## src/rtl/kpsd_pkg.sv

```systemverilog
// Shared types and constants of the keypad scan, debounce and auto-repeat block.
// Holds register codes, field widths and the per-key state record.
// No dependencies.
package kpsd_pkg;

  // Fixed field widths
  localparam int KEY_W      = 5;
  localparam int SIDE_W     = 5;
  localparam int TIME_W     = 32;
  localparam int CFG_W      = 16;
  localparam int CFG_IDX_W  = 8;
  localparam int ROW_SEL_W  = 2;
  localparam int OUT_DATA_W = 16;

  // Configuration register codes
  localparam logic [CFG_IDX_W-1:0] REG_PRESS_DB    = 8'd0;
  localparam logic [CFG_IDX_W-1:0] REG_RELEASE_DB  = 8'd1;
  localparam logic [CFG_IDX_W-1:0] REG_HOLD_FIRST  = 8'd2;
  localparam logic [CFG_IDX_W-1:0] REG_HOLD_REPEAT = 8'd3;

  // Reset values of the registers
  localparam logic [CFG_W-1:0] PRESS_DB_RST    = 16'd50;
  localparam logic [CFG_W-1:0] RELEASE_DB_RST  = 16'd50;
  localparam logic [CFG_W-1:0] HOLD_FIRST_RST  = 16'd800;
  localparam logic [CFG_W-1:0] HOLD_REPEAT_RST = 16'd200;

  localparam logic [CFG_W-1:0] HOLD_MAX = 16'hFFFF;

  typedef struct packed {
    logic [CFG_W-1:0] press_db;
    logic [CFG_W-1:0] release_db;
    logic [CFG_W-1:0] hold_first;
    logic [CFG_W-1:0] hold_repeat;
  } cfg_t;

  typedef struct packed {
    logic [TIME_W-1:0] press_stamp;
    logic [TIME_W-1:0] release_stamp;
    logic              armed;
    logic [CFG_W-1:0]  count;
  } key_state_t;

  // Report changes requested by one key step
  typedef struct packed {
    logic grab;       // debounced press: take over the reported key
    logic hold_fire;  // first or repeated hold
    logic drop;       // debounced release of the reported key
  } key_flags_t;

endpackage

```

## src/rtl/kpsd_row_collect.sv

```systemverilog
// Row cursor and scan buffer: collects column reads row by row and builds the
// active-high key image on the last row. Depends on kpsd_pkg.
module kpsd_row_collect #(
  parameter int NUM_KEYS = 17,
  parameter int NUM_ROWS = 3,
  parameter int NUM_COLS = 4
) (
  input  logic                           clk,
  input  logic                           rst_n,
  input  logic                           accept,
  input  logic [NUM_COLS-1:0]            cols,
  input  logic [kpsd_pkg::SIDE_W-1:0]    side,
  output logic                           last_row,
  output logic [NUM_KEYS-1:0]            image,
  output logic [kpsd_pkg::ROW_SEL_W-1:0] row_sel
);
  import kpsd_pkg::*;

  localparam int BUF_W  = NUM_ROWS * NUM_COLS;
  localparam int RAW_W  = BUF_W + SIDE_W;
  localparam int FULL_W = (RAW_W > NUM_KEYS) ? RAW_W : NUM_KEYS;
  localparam int ROW_W  = (NUM_ROWS > 1) ? $clog2(NUM_ROWS) : 1;

  logic [ROW_W-1:0]           cursor_r, cursor_nxt;
  logic [BUF_W-1:0]           scan_buf_r, scan_buf_nxt;
  logic [RAW_W-1:0]           raw;
  logic [FULL_W-1:0]          raw_full;
  logic [ROW_W+ROW_SEL_W-1:0] cursor_ext;

  // Merge this row into the buffer; the first row starts a fresh scan
  always_comb begin
    for (int r = 0; r < NUM_ROWS; r++) begin
      if (cursor_r == ROW_W'(r)) begin
        scan_buf_nxt[r*NUM_COLS +: NUM_COLS] = cols;
      end else if (cursor_r == '0) begin
        scan_buf_nxt[r*NUM_COLS +: NUM_COLS] = '0;
      end else begin
        scan_buf_nxt[r*NUM_COLS +: NUM_COLS] = scan_buf_r[r*NUM_COLS +: NUM_COLS];
      end
    end
  end

  // Advance the row cursor, wrap after the last row
  assign last_row   = (cursor_r == ROW_W'(NUM_ROWS - 1));
  assign cursor_nxt = last_row ? '0 : cursor_r + 1'b1;

  // Side buttons sit above the matrix; missing bits are zero-filled and read as pressed lines
  assign raw      = {side, scan_buf_nxt};
  assign raw_full = FULL_W'(raw);
  assign image    = ~raw_full[NUM_KEYS-1:0];

  assign cursor_ext = (ROW_W + ROW_SEL_W)'(cursor_r);
  assign row_sel    = cursor_ext[ROW_SEL_W-1:0];

  always_ff @(posedge clk) begin
    if (!rst_n) begin
      cursor_r   <= '0;
      scan_buf_r <= '0;
    end else if (accept) begin
      cursor_r   <= cursor_nxt;
      scan_buf_r <= scan_buf_nxt;
    end
  end

endmodule

```

## src/rtl/kpsd_key_unit.sv

```systemverilog
// Shared per-key update unit: debounce compares, hold counting and the
// release check for the one key the sequencer selects. Depends on kpsd_pkg.
module kpsd_key_unit (
  input  logic                        was_down,
  input  logic                        is_down,
  input  logic                        pause,
  input  logic [kpsd_pkg::TIME_W-1:0] now,
  input  kpsd_pkg::cfg_t              cfg,
  input  logic                        cur_match,
  input  kpsd_pkg::key_state_t        st_in,
  output kpsd_pkg::key_state_t        st_out,
  output kpsd_pkg::key_flags_t        flags
);
  import kpsd_pkg::*;

  logic [TIME_W-1:0] press_age;
  logic [TIME_W-1:0] release_age;
  logic              press_ok;
  logic              release_ok;
  logic [CFG_W-1:0]  count_inc;
  logic [CFG_W-1:0]  reload;
  logic              armed_new;

  // Wrapping ages of the last press and release
  assign press_age   = now - st_in.press_stamp;
  assign release_age = now - st_in.release_stamp;
  assign press_ok    = press_age > TIME_W'(cfg.press_db);
  assign release_ok  = release_age > TIME_W'(cfg.release_db);

  // Repeat reload saturates at zero
  assign reload = (cfg.hold_repeat > cfg.hold_first) ? '0
                                                     : cfg.hold_first - cfg.hold_repeat;

  always_comb begin
    st_out    = st_in;
    flags     = '0;
    armed_new = st_in.armed;
    count_inc = st_in.count;

    // Edge, press and hold handling only while at most one key is down
    if (!pause) begin
      if (!was_down && is_down) begin
        st_out.press_stamp = now;
      end
      if (was_down && !is_down) begin
        st_out.release_stamp = now;
      end
      if (was_down && is_down) begin
        if (press_ok && !st_in.armed) begin
          flags.grab = 1'b1;
          armed_new  = 1'b1;
        end
        if (armed_new && st_in.count != HOLD_MAX) begin
          count_inc = st_in.count + 1'b1;
        end
        st_out.armed = armed_new;
        st_out.count = count_inc;
        if (count_inc == cfg.hold_first) begin
          flags.hold_fire = 1'b1;
          st_out.count    = reload;
        end
      end
    end

    // Debounced release disarms the key and drops it if it is reported
    if (!was_down && !is_down && release_ok) begin
      flags.drop   = cur_match;
      st_out.armed = 1'b0;
      st_out.count = '0;
    end
  end

endmodule

```

## src/rtl/keypad_scan_debounce_repeat_core.sv

```systemverilog
// Top level of the keypad scanner with per-key debounce and auto-repeat.
// Uses kpsd_pkg, kpsd_row_collect and kpsd_key_unit.
// Usage: one request on the in_ channel per 1 ms tick carries the column reads
//   of the row driven during the tick, the five side buttons and the ms time.
//   Each request gives one result on the out_ channel: the row to drive next,
//   the reported key and its levels, and press/hold pulses; out_tlast marks
//   the tick that finished a scan. The cfg_ channel writes the four timing
//   registers; it is always ready and must only be used while the block is idle.
// Sequence: a tick on a row other than the last goes from the idle state straight to
//   the emit state, which loads its result into the output register, and the next request is taken back in idle.
//   A last-row tick walks all NUM_KEYS keys through the shared key update unit,
//   one key per cycle, before the emit state loads its result; the next request
//   is taken only once the block is back in idle. in_tready is low meanwhile.
// Reset: synchronous, active low; row 0 is selected, all per-key state and
//   the report are cleared and the registers return to 50, 50, 800, 200.
// Stall: the result waits in the output register; one following request is
//   still taken and processed, and its result waits until the register is free.
module keypad_scan_debounce_repeat_core #(
  parameter int NUM_KEYS = 17,
  parameter int NUM_ROWS = 3,
  parameter int NUM_COLS = 4
) (
  input  logic                            clk,
  input  logic                            rst_n,
  // in_tdata: column_lines [NUM_COLS-1:0], side_buttons [+5], now_ms [+32], zero pad
  input  logic                            in_tvalid,
  output logic                            in_tready,
  input  logic [((NUM_COLS+37+7)/8)*8-1:0] in_tdata,
  // out_tdata: row_select [1:0], key_valid [2], key_code [7:3], key_pressed [8],
  //            key_held [9], press_event [10], hold_event [11], zero pad [15:12]
  // out_tlast: scan_done
  output logic                            out_tvalid,
  input  logic                            out_tready,
  output logic [kpsd_pkg::OUT_DATA_W-1:0] out_tdata,
  output logic                            out_tlast,
  input  logic                            cfg_valid,
  output logic                            cfg_ready,
  input  logic [kpsd_pkg::CFG_IDX_W-1:0]  cfg_index,
  input  logic [kpsd_pkg::CFG_W-1:0]      cfg_data
);
  import kpsd_pkg::*;

  localparam int KIDX_W = (NUM_KEYS > 1) ? $clog2(NUM_KEYS) : 1;

  localparam logic [1:0] ST_IDLE = 2'd0;
  localparam logic [1:0] ST_WALK = 2'd1;
  localparam logic [1:0] ST_EMIT = 2'd2;

  logic [1:0]             state_r;
  logic [KIDX_W-1:0]      idx_r;
  logic [NUM_KEYS-1:0]    prev_r;
  logic [NUM_KEYS-1:0]    actual_r;
  logic                   pause_r;
  logic [TIME_W-1:0]      now_r;
  logic                   done_r;
  logic [KEY_W-1:0]       cur_r;
  logic                   valid_r;
  logic                   pressed_r;
  logic                   held_r;
  logic                   pev_r;
  logic                   hev_r;
  cfg_t                   cfg_r;
  key_state_t             ks_r [NUM_KEYS];
  logic                   out_valid_r;
  logic [OUT_DATA_W-1:0]  out_data_r;
  logic                   out_last_r;

  logic                   in_acc;
  logic                   out_load;
  logic [NUM_COLS-1:0]    in_cols;
  logic [SIDE_W-1:0]      in_side;
  logic [TIME_W-1:0]      in_now;
  logic                   last_row;
  logic [NUM_KEYS-1:0]    image;
  logic                   pause_nxt;
  logic [ROW_SEL_W-1:0]   row_sel;
  logic                   last_key;
  logic                   cur_match;
  key_state_t             st_out;
  key_flags_t             flags;
  logic [KEY_W-1:0]       code_out;
  logic [OUT_DATA_W-1:0]  out_data_nxt;

  // Unpack the request
  assign in_cols = in_tdata[NUM_COLS-1:0];
  assign in_side = in_tdata[NUM_COLS +: SIDE_W];
  assign in_now  = in_tdata[NUM_COLS+SIDE_W +: TIME_W];

  assign in_tready = (state_r == ST_IDLE);
  assign in_acc    = in_tvalid && in_tready;
  assign cfg_ready = 1'b1;

  kpsd_row_collect #(
    .NUM_KEYS (NUM_KEYS),
    .NUM_ROWS (NUM_ROWS),
    .NUM_COLS (NUM_COLS)
  ) u_rows (
    .clk      (clk),
    .rst_n    (rst_n),
    .accept   (in_acc),
    .cols     (in_cols),
    .side     (in_side),
    .last_row (last_row),
    .image    (image),
    .row_sel  (row_sel)
  );

  // Two or more keys down: clearing the lowest set bit leaves something
  assign pause_nxt = (image & (image - 1'b1)) != '0;

  // Shared key update for the key under the walk index
  assign last_key  = (idx_r == KIDX_W'(NUM_KEYS - 1));
  assign cur_match = valid_r && (cur_r == KEY_W'(idx_r));

  kpsd_key_unit u_key (
    .was_down  (prev_r[idx_r]),
    .is_down   (actual_r[idx_r]),
    .pause     (pause_r),
    .now       (now_r),
    .cfg       (cfg_r),
    .cur_match (cur_match),
    .st_in     (ks_r[idx_r]),
    .st_out    (st_out),
    .flags     (flags)
  );

  // Result word
  assign code_out     = valid_r ? cur_r : '0;
  assign out_data_nxt = {4'b0000, hev_r, pev_r, held_r, pressed_r, code_out, valid_r,
                         row_sel};
  assign out_load     = (state_r == ST_EMIT) && (!out_valid_r || out_tready);

  // Sequencer: take a tick, walk the keys on a finished scan, emit the result
  always_ff @(posedge clk) begin
    if (!rst_n) begin
      state_r   <= ST_IDLE;
      idx_r     <= '0;
      prev_r    <= '0;
      done_r    <= 1'b0;
      cur_r     <= '0;
      valid_r   <= 1'b0;
      pressed_r <= 1'b0;
      held_r    <= 1'b0;
      pev_r     <= 1'b0;
      hev_r     <= 1'b0;
      for (int k = 0; k < NUM_KEYS; k++) begin
        ks_r[k] <= '0;
      end
    end else begin
      unique case (state_r)
        ST_IDLE: begin
          if (in_acc) begin
            actual_r <= image;
            pause_r  <= pause_nxt;
            now_r    <= in_now;
            done_r   <= last_row;
            pev_r    <= 1'b0;
            hev_r    <= 1'b0;
            idx_r    <= '0;
            state_r  <= last_row ? ST_WALK : ST_EMIT;
          end
        end
        ST_WALK: begin
          ks_r[idx_r] <= st_out;
          if (flags.grab) begin
            cur_r     <= KEY_W'(idx_r);
            valid_r   <= 1'b1;
            pressed_r <= 1'b1;
            pev_r     <= 1'b1;
          end
          if (flags.hold_fire) begin
            held_r <= 1'b1;
            hev_r  <= 1'b1;
          end
          if (flags.drop) begin
            cur_r     <= '0;
            valid_r   <= 1'b0;
            pressed_r <= 1'b0;
            held_r    <= 1'b0;
          end
          if (last_key) begin
            prev_r  <= actual_r;
            state_r <= ST_EMIT;
          end else begin
            idx_r <= idx_r + 1'b1;
          end
        end
        ST_EMIT: begin
          if (out_load) begin
            state_r <= ST_IDLE;
          end
        end
        default: begin
          state_r <= ST_IDLE;
        end
      endcase
    end
  end

  // Output register: hold the result until the receiver takes it
  always_ff @(posedge clk) begin
    if (!rst_n) begin
      out_valid_r <= 1'b0;
    end else if (out_load) begin
      out_valid_r <= 1'b1;
    end else if (out_tready) begin
      out_valid_r <= 1'b0;
    end
  end

  always_ff @(posedge clk) begin
    if (out_load) begin
      out_data_r <= out_data_nxt;
      out_last_r <= done_r;
    end
  end

  assign out_tvalid = out_valid_r;
  assign out_tdata  = out_data_r;
  assign out_tlast  = out_last_r;

  // Configuration writes; unknown indexes are dropped
  always_ff @(posedge clk) begin
    if (!rst_n) begin
      cfg_r.press_db    <= PRESS_DB_RST;
      cfg_r.release_db  <= RELEASE_DB_RST;
      cfg_r.hold_first  <= HOLD_FIRST_RST;
      cfg_r.hold_repeat <= HOLD_REPEAT_RST;
    end else if (cfg_valid && cfg_ready) begin
      unique case (cfg_index)
        REG_PRESS_DB:    cfg_r.press_db    <= cfg_data;
        REG_RELEASE_DB:  cfg_r.release_db  <= cfg_data;
        REG_HOLD_FIRST:  cfg_r.hold_first  <= cfg_data;
        REG_HOLD_REPEAT: cfg_r.hold_repeat <= cfg_data;
        default: begin
        end
      endcase
    end
  end

  // A press pulse always comes with the pressed key reported
  a_press_reported: assert property (@(posedge clk) disable iff (!rst_n)
    out_load && pev_r |=> out_tdata[2] && out_tdata[8])
    else $error("press event without a reported pressed key");

  // Event pulses only appear on ticks that finished a scan
  a_events_on_scan: assert property (@(posedge clk) disable iff (!rst_n)
    out_load && (pev_r || hev_r) |-> done_r)
    else $error("event pulse on a tick without a scan");

  // Leaving the walk stores the analysed image as the previous scan
  a_walk_commit: assert property (@(posedge clk) disable iff (!rst_n)
    state_r == ST_WALK && last_key |=> state_r == ST_EMIT && prev_r == actual_r)
    else $error("walk finished without committing the key image");

  // No request is taken while a tick is still being processed
  a_busy_no_accept: assert property (@(posedge clk) disable iff (!rst_n)
    state_r == ST_WALK && !last_key |=> !in_acc && state_r == ST_WALK)
    else $error("request taken during the key walk");

endmodule
```

## config.mk

```make
export PLATFORM = sky130hd
export DESIGN_NAME = keypad_scan_debounce_repeat_core
export DESIGN_NICKNAME = d
export VERILOG_FILES = /design/src/rtl/kpsd_pkg.sv /design/src/rtl/kpsd_row_collect.sv /design/src/rtl/kpsd_key_unit.sv /design/src/rtl/keypad_scan_debounce_repeat_core.sv
export SDC_FILE = /design/constraint.sdc
export NUM_CORES = 2
export LEC_CHECK = 0
export BUFFER_PORTS_ARGS = -buffer_cell sky130_fd_sc_hd__buf_2
export CORE_UTILIZATION = 35
export CTS_CLUSTER_DIAMETER = 40
export DETAILED_ROUTE_END_ITERATION = 8
export PLACE_DENSITY = 0.61
export SLEW_MARGIN = 20
export SYNTH_ARGS = -nofsm -noshare
export SYNTH_HDL_FRONTEND = slang
export SYNTH_SLANG_ARGS = --single-unit
```

## constraint.sdc

```tcl
create_clock -name clk -period 10.3 [get_ports clk]
set_input_delay 1.545 -clock clk [delete_from_list [all_inputs] [get_ports clk]]
set_output_delay 1.545 -clock clk [all_outputs]
set_load 0.01 [all_outputs]
```

==> results by stage <==
Logic synthesis:
- The area fraction in compound gates after synthesis is 0.0354.
- Counting flops with a built-in enable in the synthesized netlist gives 2654.
- The synthesized area divided by synthesized cell count is 15.9 µm².
- Of all flip-flops after synthesis, the portion carrying an async set or reset was 0.
- Synthesis inferred 2772 register bits.
- Synthesis produced 7546 cells.
- The most area-hungry cell type in the Yosys netlist is sky130_fd_sc_hd__edfxtp_1.
- The simple-gate share of the synthesized area is 0.0794.
- The portion of synthesized area spent on multiplexers is 0.158.
- The most frequent cell after synthesis is sky130_fd_sc_hd__edfxtp_1.
- The adder and majority cell fraction of the synthesized area is 0.0130.
- The number of warnings printed during yosys synthesis is 0.
- By area the synthesized netlist is led by sky130_fd_sc_hd__edfxtp_1 (66%), sky130_fd_sc_hd__mux4_2 (13%), sky130_fd_sc_hd__nor2_1 (4.5%).
- Among all flip-flop cells after synthesis, the most frequent one is sky130_fd_sc_hd__edfxtp_1.
- The synthesized netlist contains between 100 and 150 unique library cells.
- After synthesis, the largest family of logic cells by area is multiplexers.
- The share of the Yosys chip area taken by registers is 0.682.
- The share of synthesized area in the top cell type comes to 0.662.
- After synthesis, the most frequently instantiated cells are sky130_fd_sc_hd__edfxtp_1 (2654), sky130_fd_sc_hd__nor2_1 (1432), sky130_fd_sc_hd__mux4_2 (709).
- Of the total synthesized cell area, the portion taken by XOR and XNOR cells is 0.00531.
- The combined area of all synthesized cells is 0.120 mm².

Final layout:
- The final non-filler cell total is about 13000.
- The final core area utilization is 0.411.
- The fraction of layout instances using a drive strength above 1 is 0.238.
- After routing the design area is roughly 0.14 mm².
- Compared with the post-synthesis result, the final layout area differs by 16.6%.
- The count of nets after finishing is 7998.

STA:
- The post-route fraction of the period consumed by the critical path is 0.953.
- Setup repair after global routing left no endpoint under its margin.
- The number of max-slew violations in the final report is 0.
- Hold timing on the final database bottoms out at a slack of about 0.45 ns.
- At the pin with the least slew margin, the transition time is 1.23 ns.
- After layout, the worst setup slack is around 0.49 ns.
- The final critical-path required period is roughly 9.8 ns.
- Measured against its own limit, the worst slew margin works out to 0.177.
- The setup violation total in the final timing report is 0.
- After routing, the total negative slack on setup checks comes to 0 ns.
- Timing would allow up to 102 MHz.
- The clock arrives with 0.0666 ns of skew.
- The hold violation total from the final report is 0.

GRT:
- The number of antenna violations at the first check in global routing is 13.
- Entering global routing, the biggest net connects ~120 pins.
- The number of global-route vias before repair came to 72200.
- The residual overflow from global routing is 0.
- The combined global-route utilization of all metal layers is 0.212.
- The global-route wire length before repair is 526 mm.

Worst setup path:
- STA classifies the critical path endpoint as a flip-flop.
- At the worst endpoint, the required time is 10.89 ns.
- Traced cell by cell, the critical path runs through buf_12, buf_12, buf_4, mux4_2, mux4_2, mux2_2, inv_1, ha_1, nand4_1, nor4_1, a41oi_1, a311o_1, xnor2_1, nor3_1, and4_1, buf_12, o21ai_0, nand4b_4, a211o_1, nor4_4, buf_12, or3_1, nand3_1, nor2_1.
- The kind of cell with the highest combined delay along the critical path is simple AND/OR/NAND/NOR gates.
- The largest stage delay on the critical path is 0.84 ns.
- The cell repeated most along the worst path is sky130_fd_sc_hd__buf_12.
- The type of the setup path with the least slack is flip-flop to flip-flop.
- The minimum setup slack among reg-to-reg paths is 0.49 ns.
- Counting both buffers and inverters, the worst setup path holds a total of 6.
- The critical register-to-register path endpoint is ks_r[26][3].
- Along the worst path, the maximum fanout reaches between 50 and 60.
- The slowest stage of the critical path belongs to the cell sky130_fd_sc_hd__dfxtp_4.
- The arrival time reported for the critical path endpoint is 10.40 ns.
- Counting cells, the worst reg-to-reg path comes to 24.
- The worst setup path is launched from a flip-flop.

Routing:
- The final routed wire length divided by cell count is around 29 µm.
- The number of design-rule violations left by the first detailed-router iteration is around 9400.
- The via density per instance is around 5.7.
- Once detail routing completed, the nets flagged for antenna violations numbered 0.
- The DRC violations left is 0.
- The length of the first detailed-routing pass in iterations is 6.
- The routed design has 373 mm of wire.
- The total number of vias is 72400.

Clock network:
- No sink is reached through more buffers than the 4 on the longest clock path.
- The number of clock buffers added by TritonCTS is 386.
- The clock latency at the later pin of the worst-skew pair is 0.96 ns.
- The H-tree depth is 5.
- The clock-pin slew of the registers on the worst-case setup and hold paths is 0.06 ns.
- In this run the clock root is driven by a sky130_fd_sc_hd__clkbuf_16.
- The clock drives 2772 sinks.
- The TritonCTS clock tree is built.

Worst hold path:
- In this run the most critical hold path is launched from held_r.
- The worst hold path terminates at out_tdata[9].
- The worst hold path was traced through 0 stages.
- The worst min-delay path category is flip-flop to flip-flop.

Status:
- The run finished with clean final reports.

Floorplan:
- The initial utilization of the core area, before any placement, comes to 0.353.
- The area enclosed by the die boundary is 0.346 mm².
- The total core area is 0.341 mm².
- The die span in y is 588 µm.
- The floorplan die width is 588 µm.
- The number of placement rows is around 210.
- During I/O placement, the number of pins put on the boundary was 97.

Power and ir drop:
- Dividing total power by cell area gives a power density of ~190 mW/mm².
- The worst-case IR drop observed on VDD is 0.000158 V.
- The power spent charging and discharging nets is between 6 and 7 mW.
- The internal power is around 21 mW.
- The analysis attributes to cell leakage a power of 47.1 nW.
- The design draws 27.1 mW.
- The share of total power dissipated in sequential elements is 0.465.
- The proportion of power drawn by combinational gates is 0.039.
- Of the total power, the clock network draws 0.496.
- The proportion of total power due to net switching is 0.224.

Flow run:
- The tool flagged a number of max-cap violations equal to 0.

Placed design:
- The routability congestion estimate from global placement is 0.936.
- Including well taps, the total number of placed cells is 11900.
- The placed instances occupy a cell area of 0.127 mm².
- Detailed placement ended at an HPWL of 216 mm.
- Timing analysis after detailed placement gives a worst setup slack of 0.470 ns.
- In this run the tool buffered the top-level ports with 84 buffer cells.
[metal layers]
metal	vias up	global-route usage	routed length [µm]
li1	29600	-	-
met2	4397	0.338	175000
met5	-	0	0
met3	814	0.0462	39400
met4	0	0.0897	16400
met1	37600	0.279	143000
[flip-flops by register name (all words and copies together) (netlist names), 11 cells and up, named ones only]
register	cells
ks_r	2592
cfg_r	64
now_r	32
actual_r	17
prev_r	17
u_rows.scan_buf_r	12
out_tdata	11
[placed cells by master (no fill, tap or decap), drive strengths merged, types with 21 or more instances in the layout]
cell type / Yosys / layout
a21boi: 84 / 84
a21oi: 134 / 134
and3: 30 / 30
mux2: 45 / 45
buf: 141 / 377
ha: 117 / 117
bufinv: 0 / 42
o211ai: 22 / 22
clkbuf: 371 / 432
xnor2: 54 / 54
nor2b: 30 / 30
mux2i: 193 / 193
nor4: 21 / 21
a22oi: 48 / 48
a21o: 38 / 38
nand2: 416 / 416
mux4: 734 / 734
and2: 28 / 28
o21ai: 65 / 65
nand3: 108 / 108
edfxtp: 2654 / 2654
nor3: 48 / 48
dfxtp: 118 / 118
clkinv: 2 / 128
nor2: 1452 / 1452
o22ai: 44 / 44
inv: 226 / 295
nand4: 34 / 34
clkinvlp: 0 / 43
[timing repair]
item / in CTS / in global routing
gates resized for setup: 0 / 1
setup buffers: 0 / 0
hold endpoints to repair: 0 / 0
hold buffers: 0 / 0
endpoints found under the setup margin: 0 / 15
[layout make-up]
cell class                      count  area (µm²)
Tap cell                         4536        5680
Clock buffer                      432       10000
Timing Repair Buffer              377        2860
Multi-Input combinational cell   4036       35600
Inverter                          228         863
Fill cell                       30300      201000
Sequential cell                  2772       82100
Clock inverter                    280        3120
Antenna cell                        9        22.5
[power by group through the flow]
stage / Sequential, mW / Clock, mW / Combinational (mW)
after floorplan: 12.8 / 0 / 0.637
after global placement: 12.8 / 0 / 1.02
after detailed placement: 12.8 / 0 / 1.03
after CTS: 12.6 / 13.5 / 1.04
after global routing: 12.6 / 14.0 / 1.11
final: 12.6 / 13.4 / 1.05
[worst max-delay path by stage]
| stage | to | slack, ns | cells after the start |
|---|---|---|---|
| after floorplan | ks_r[17][8] | 0.71 | 38 |
| final | ks_r[26][3] | 0.49 | 24 |
| after detailed placement | ks_r[19][8] | 0.47 | 29 |
| after global routing | ks_r[21][3] | 0.02 | 30 |
| after CTS | ks_r[25][8] | 0.39 | 29 |
| after global placement | ks_r[30][15] | 0.56 | 31 |
[cells by family (layout without fill, tap and decap cells)]
family          count (synthesis)  after routing
compound gates                600            600
xor+xnor                       73             73
fa+ha+maj                     124            124
buf+inv                       741           1317
flops                        2772           2772
mux                           972            972
other cells                     2             14
simple gates                 2262           2262
No activity file was read; power rests on OpenSTA's default activity.
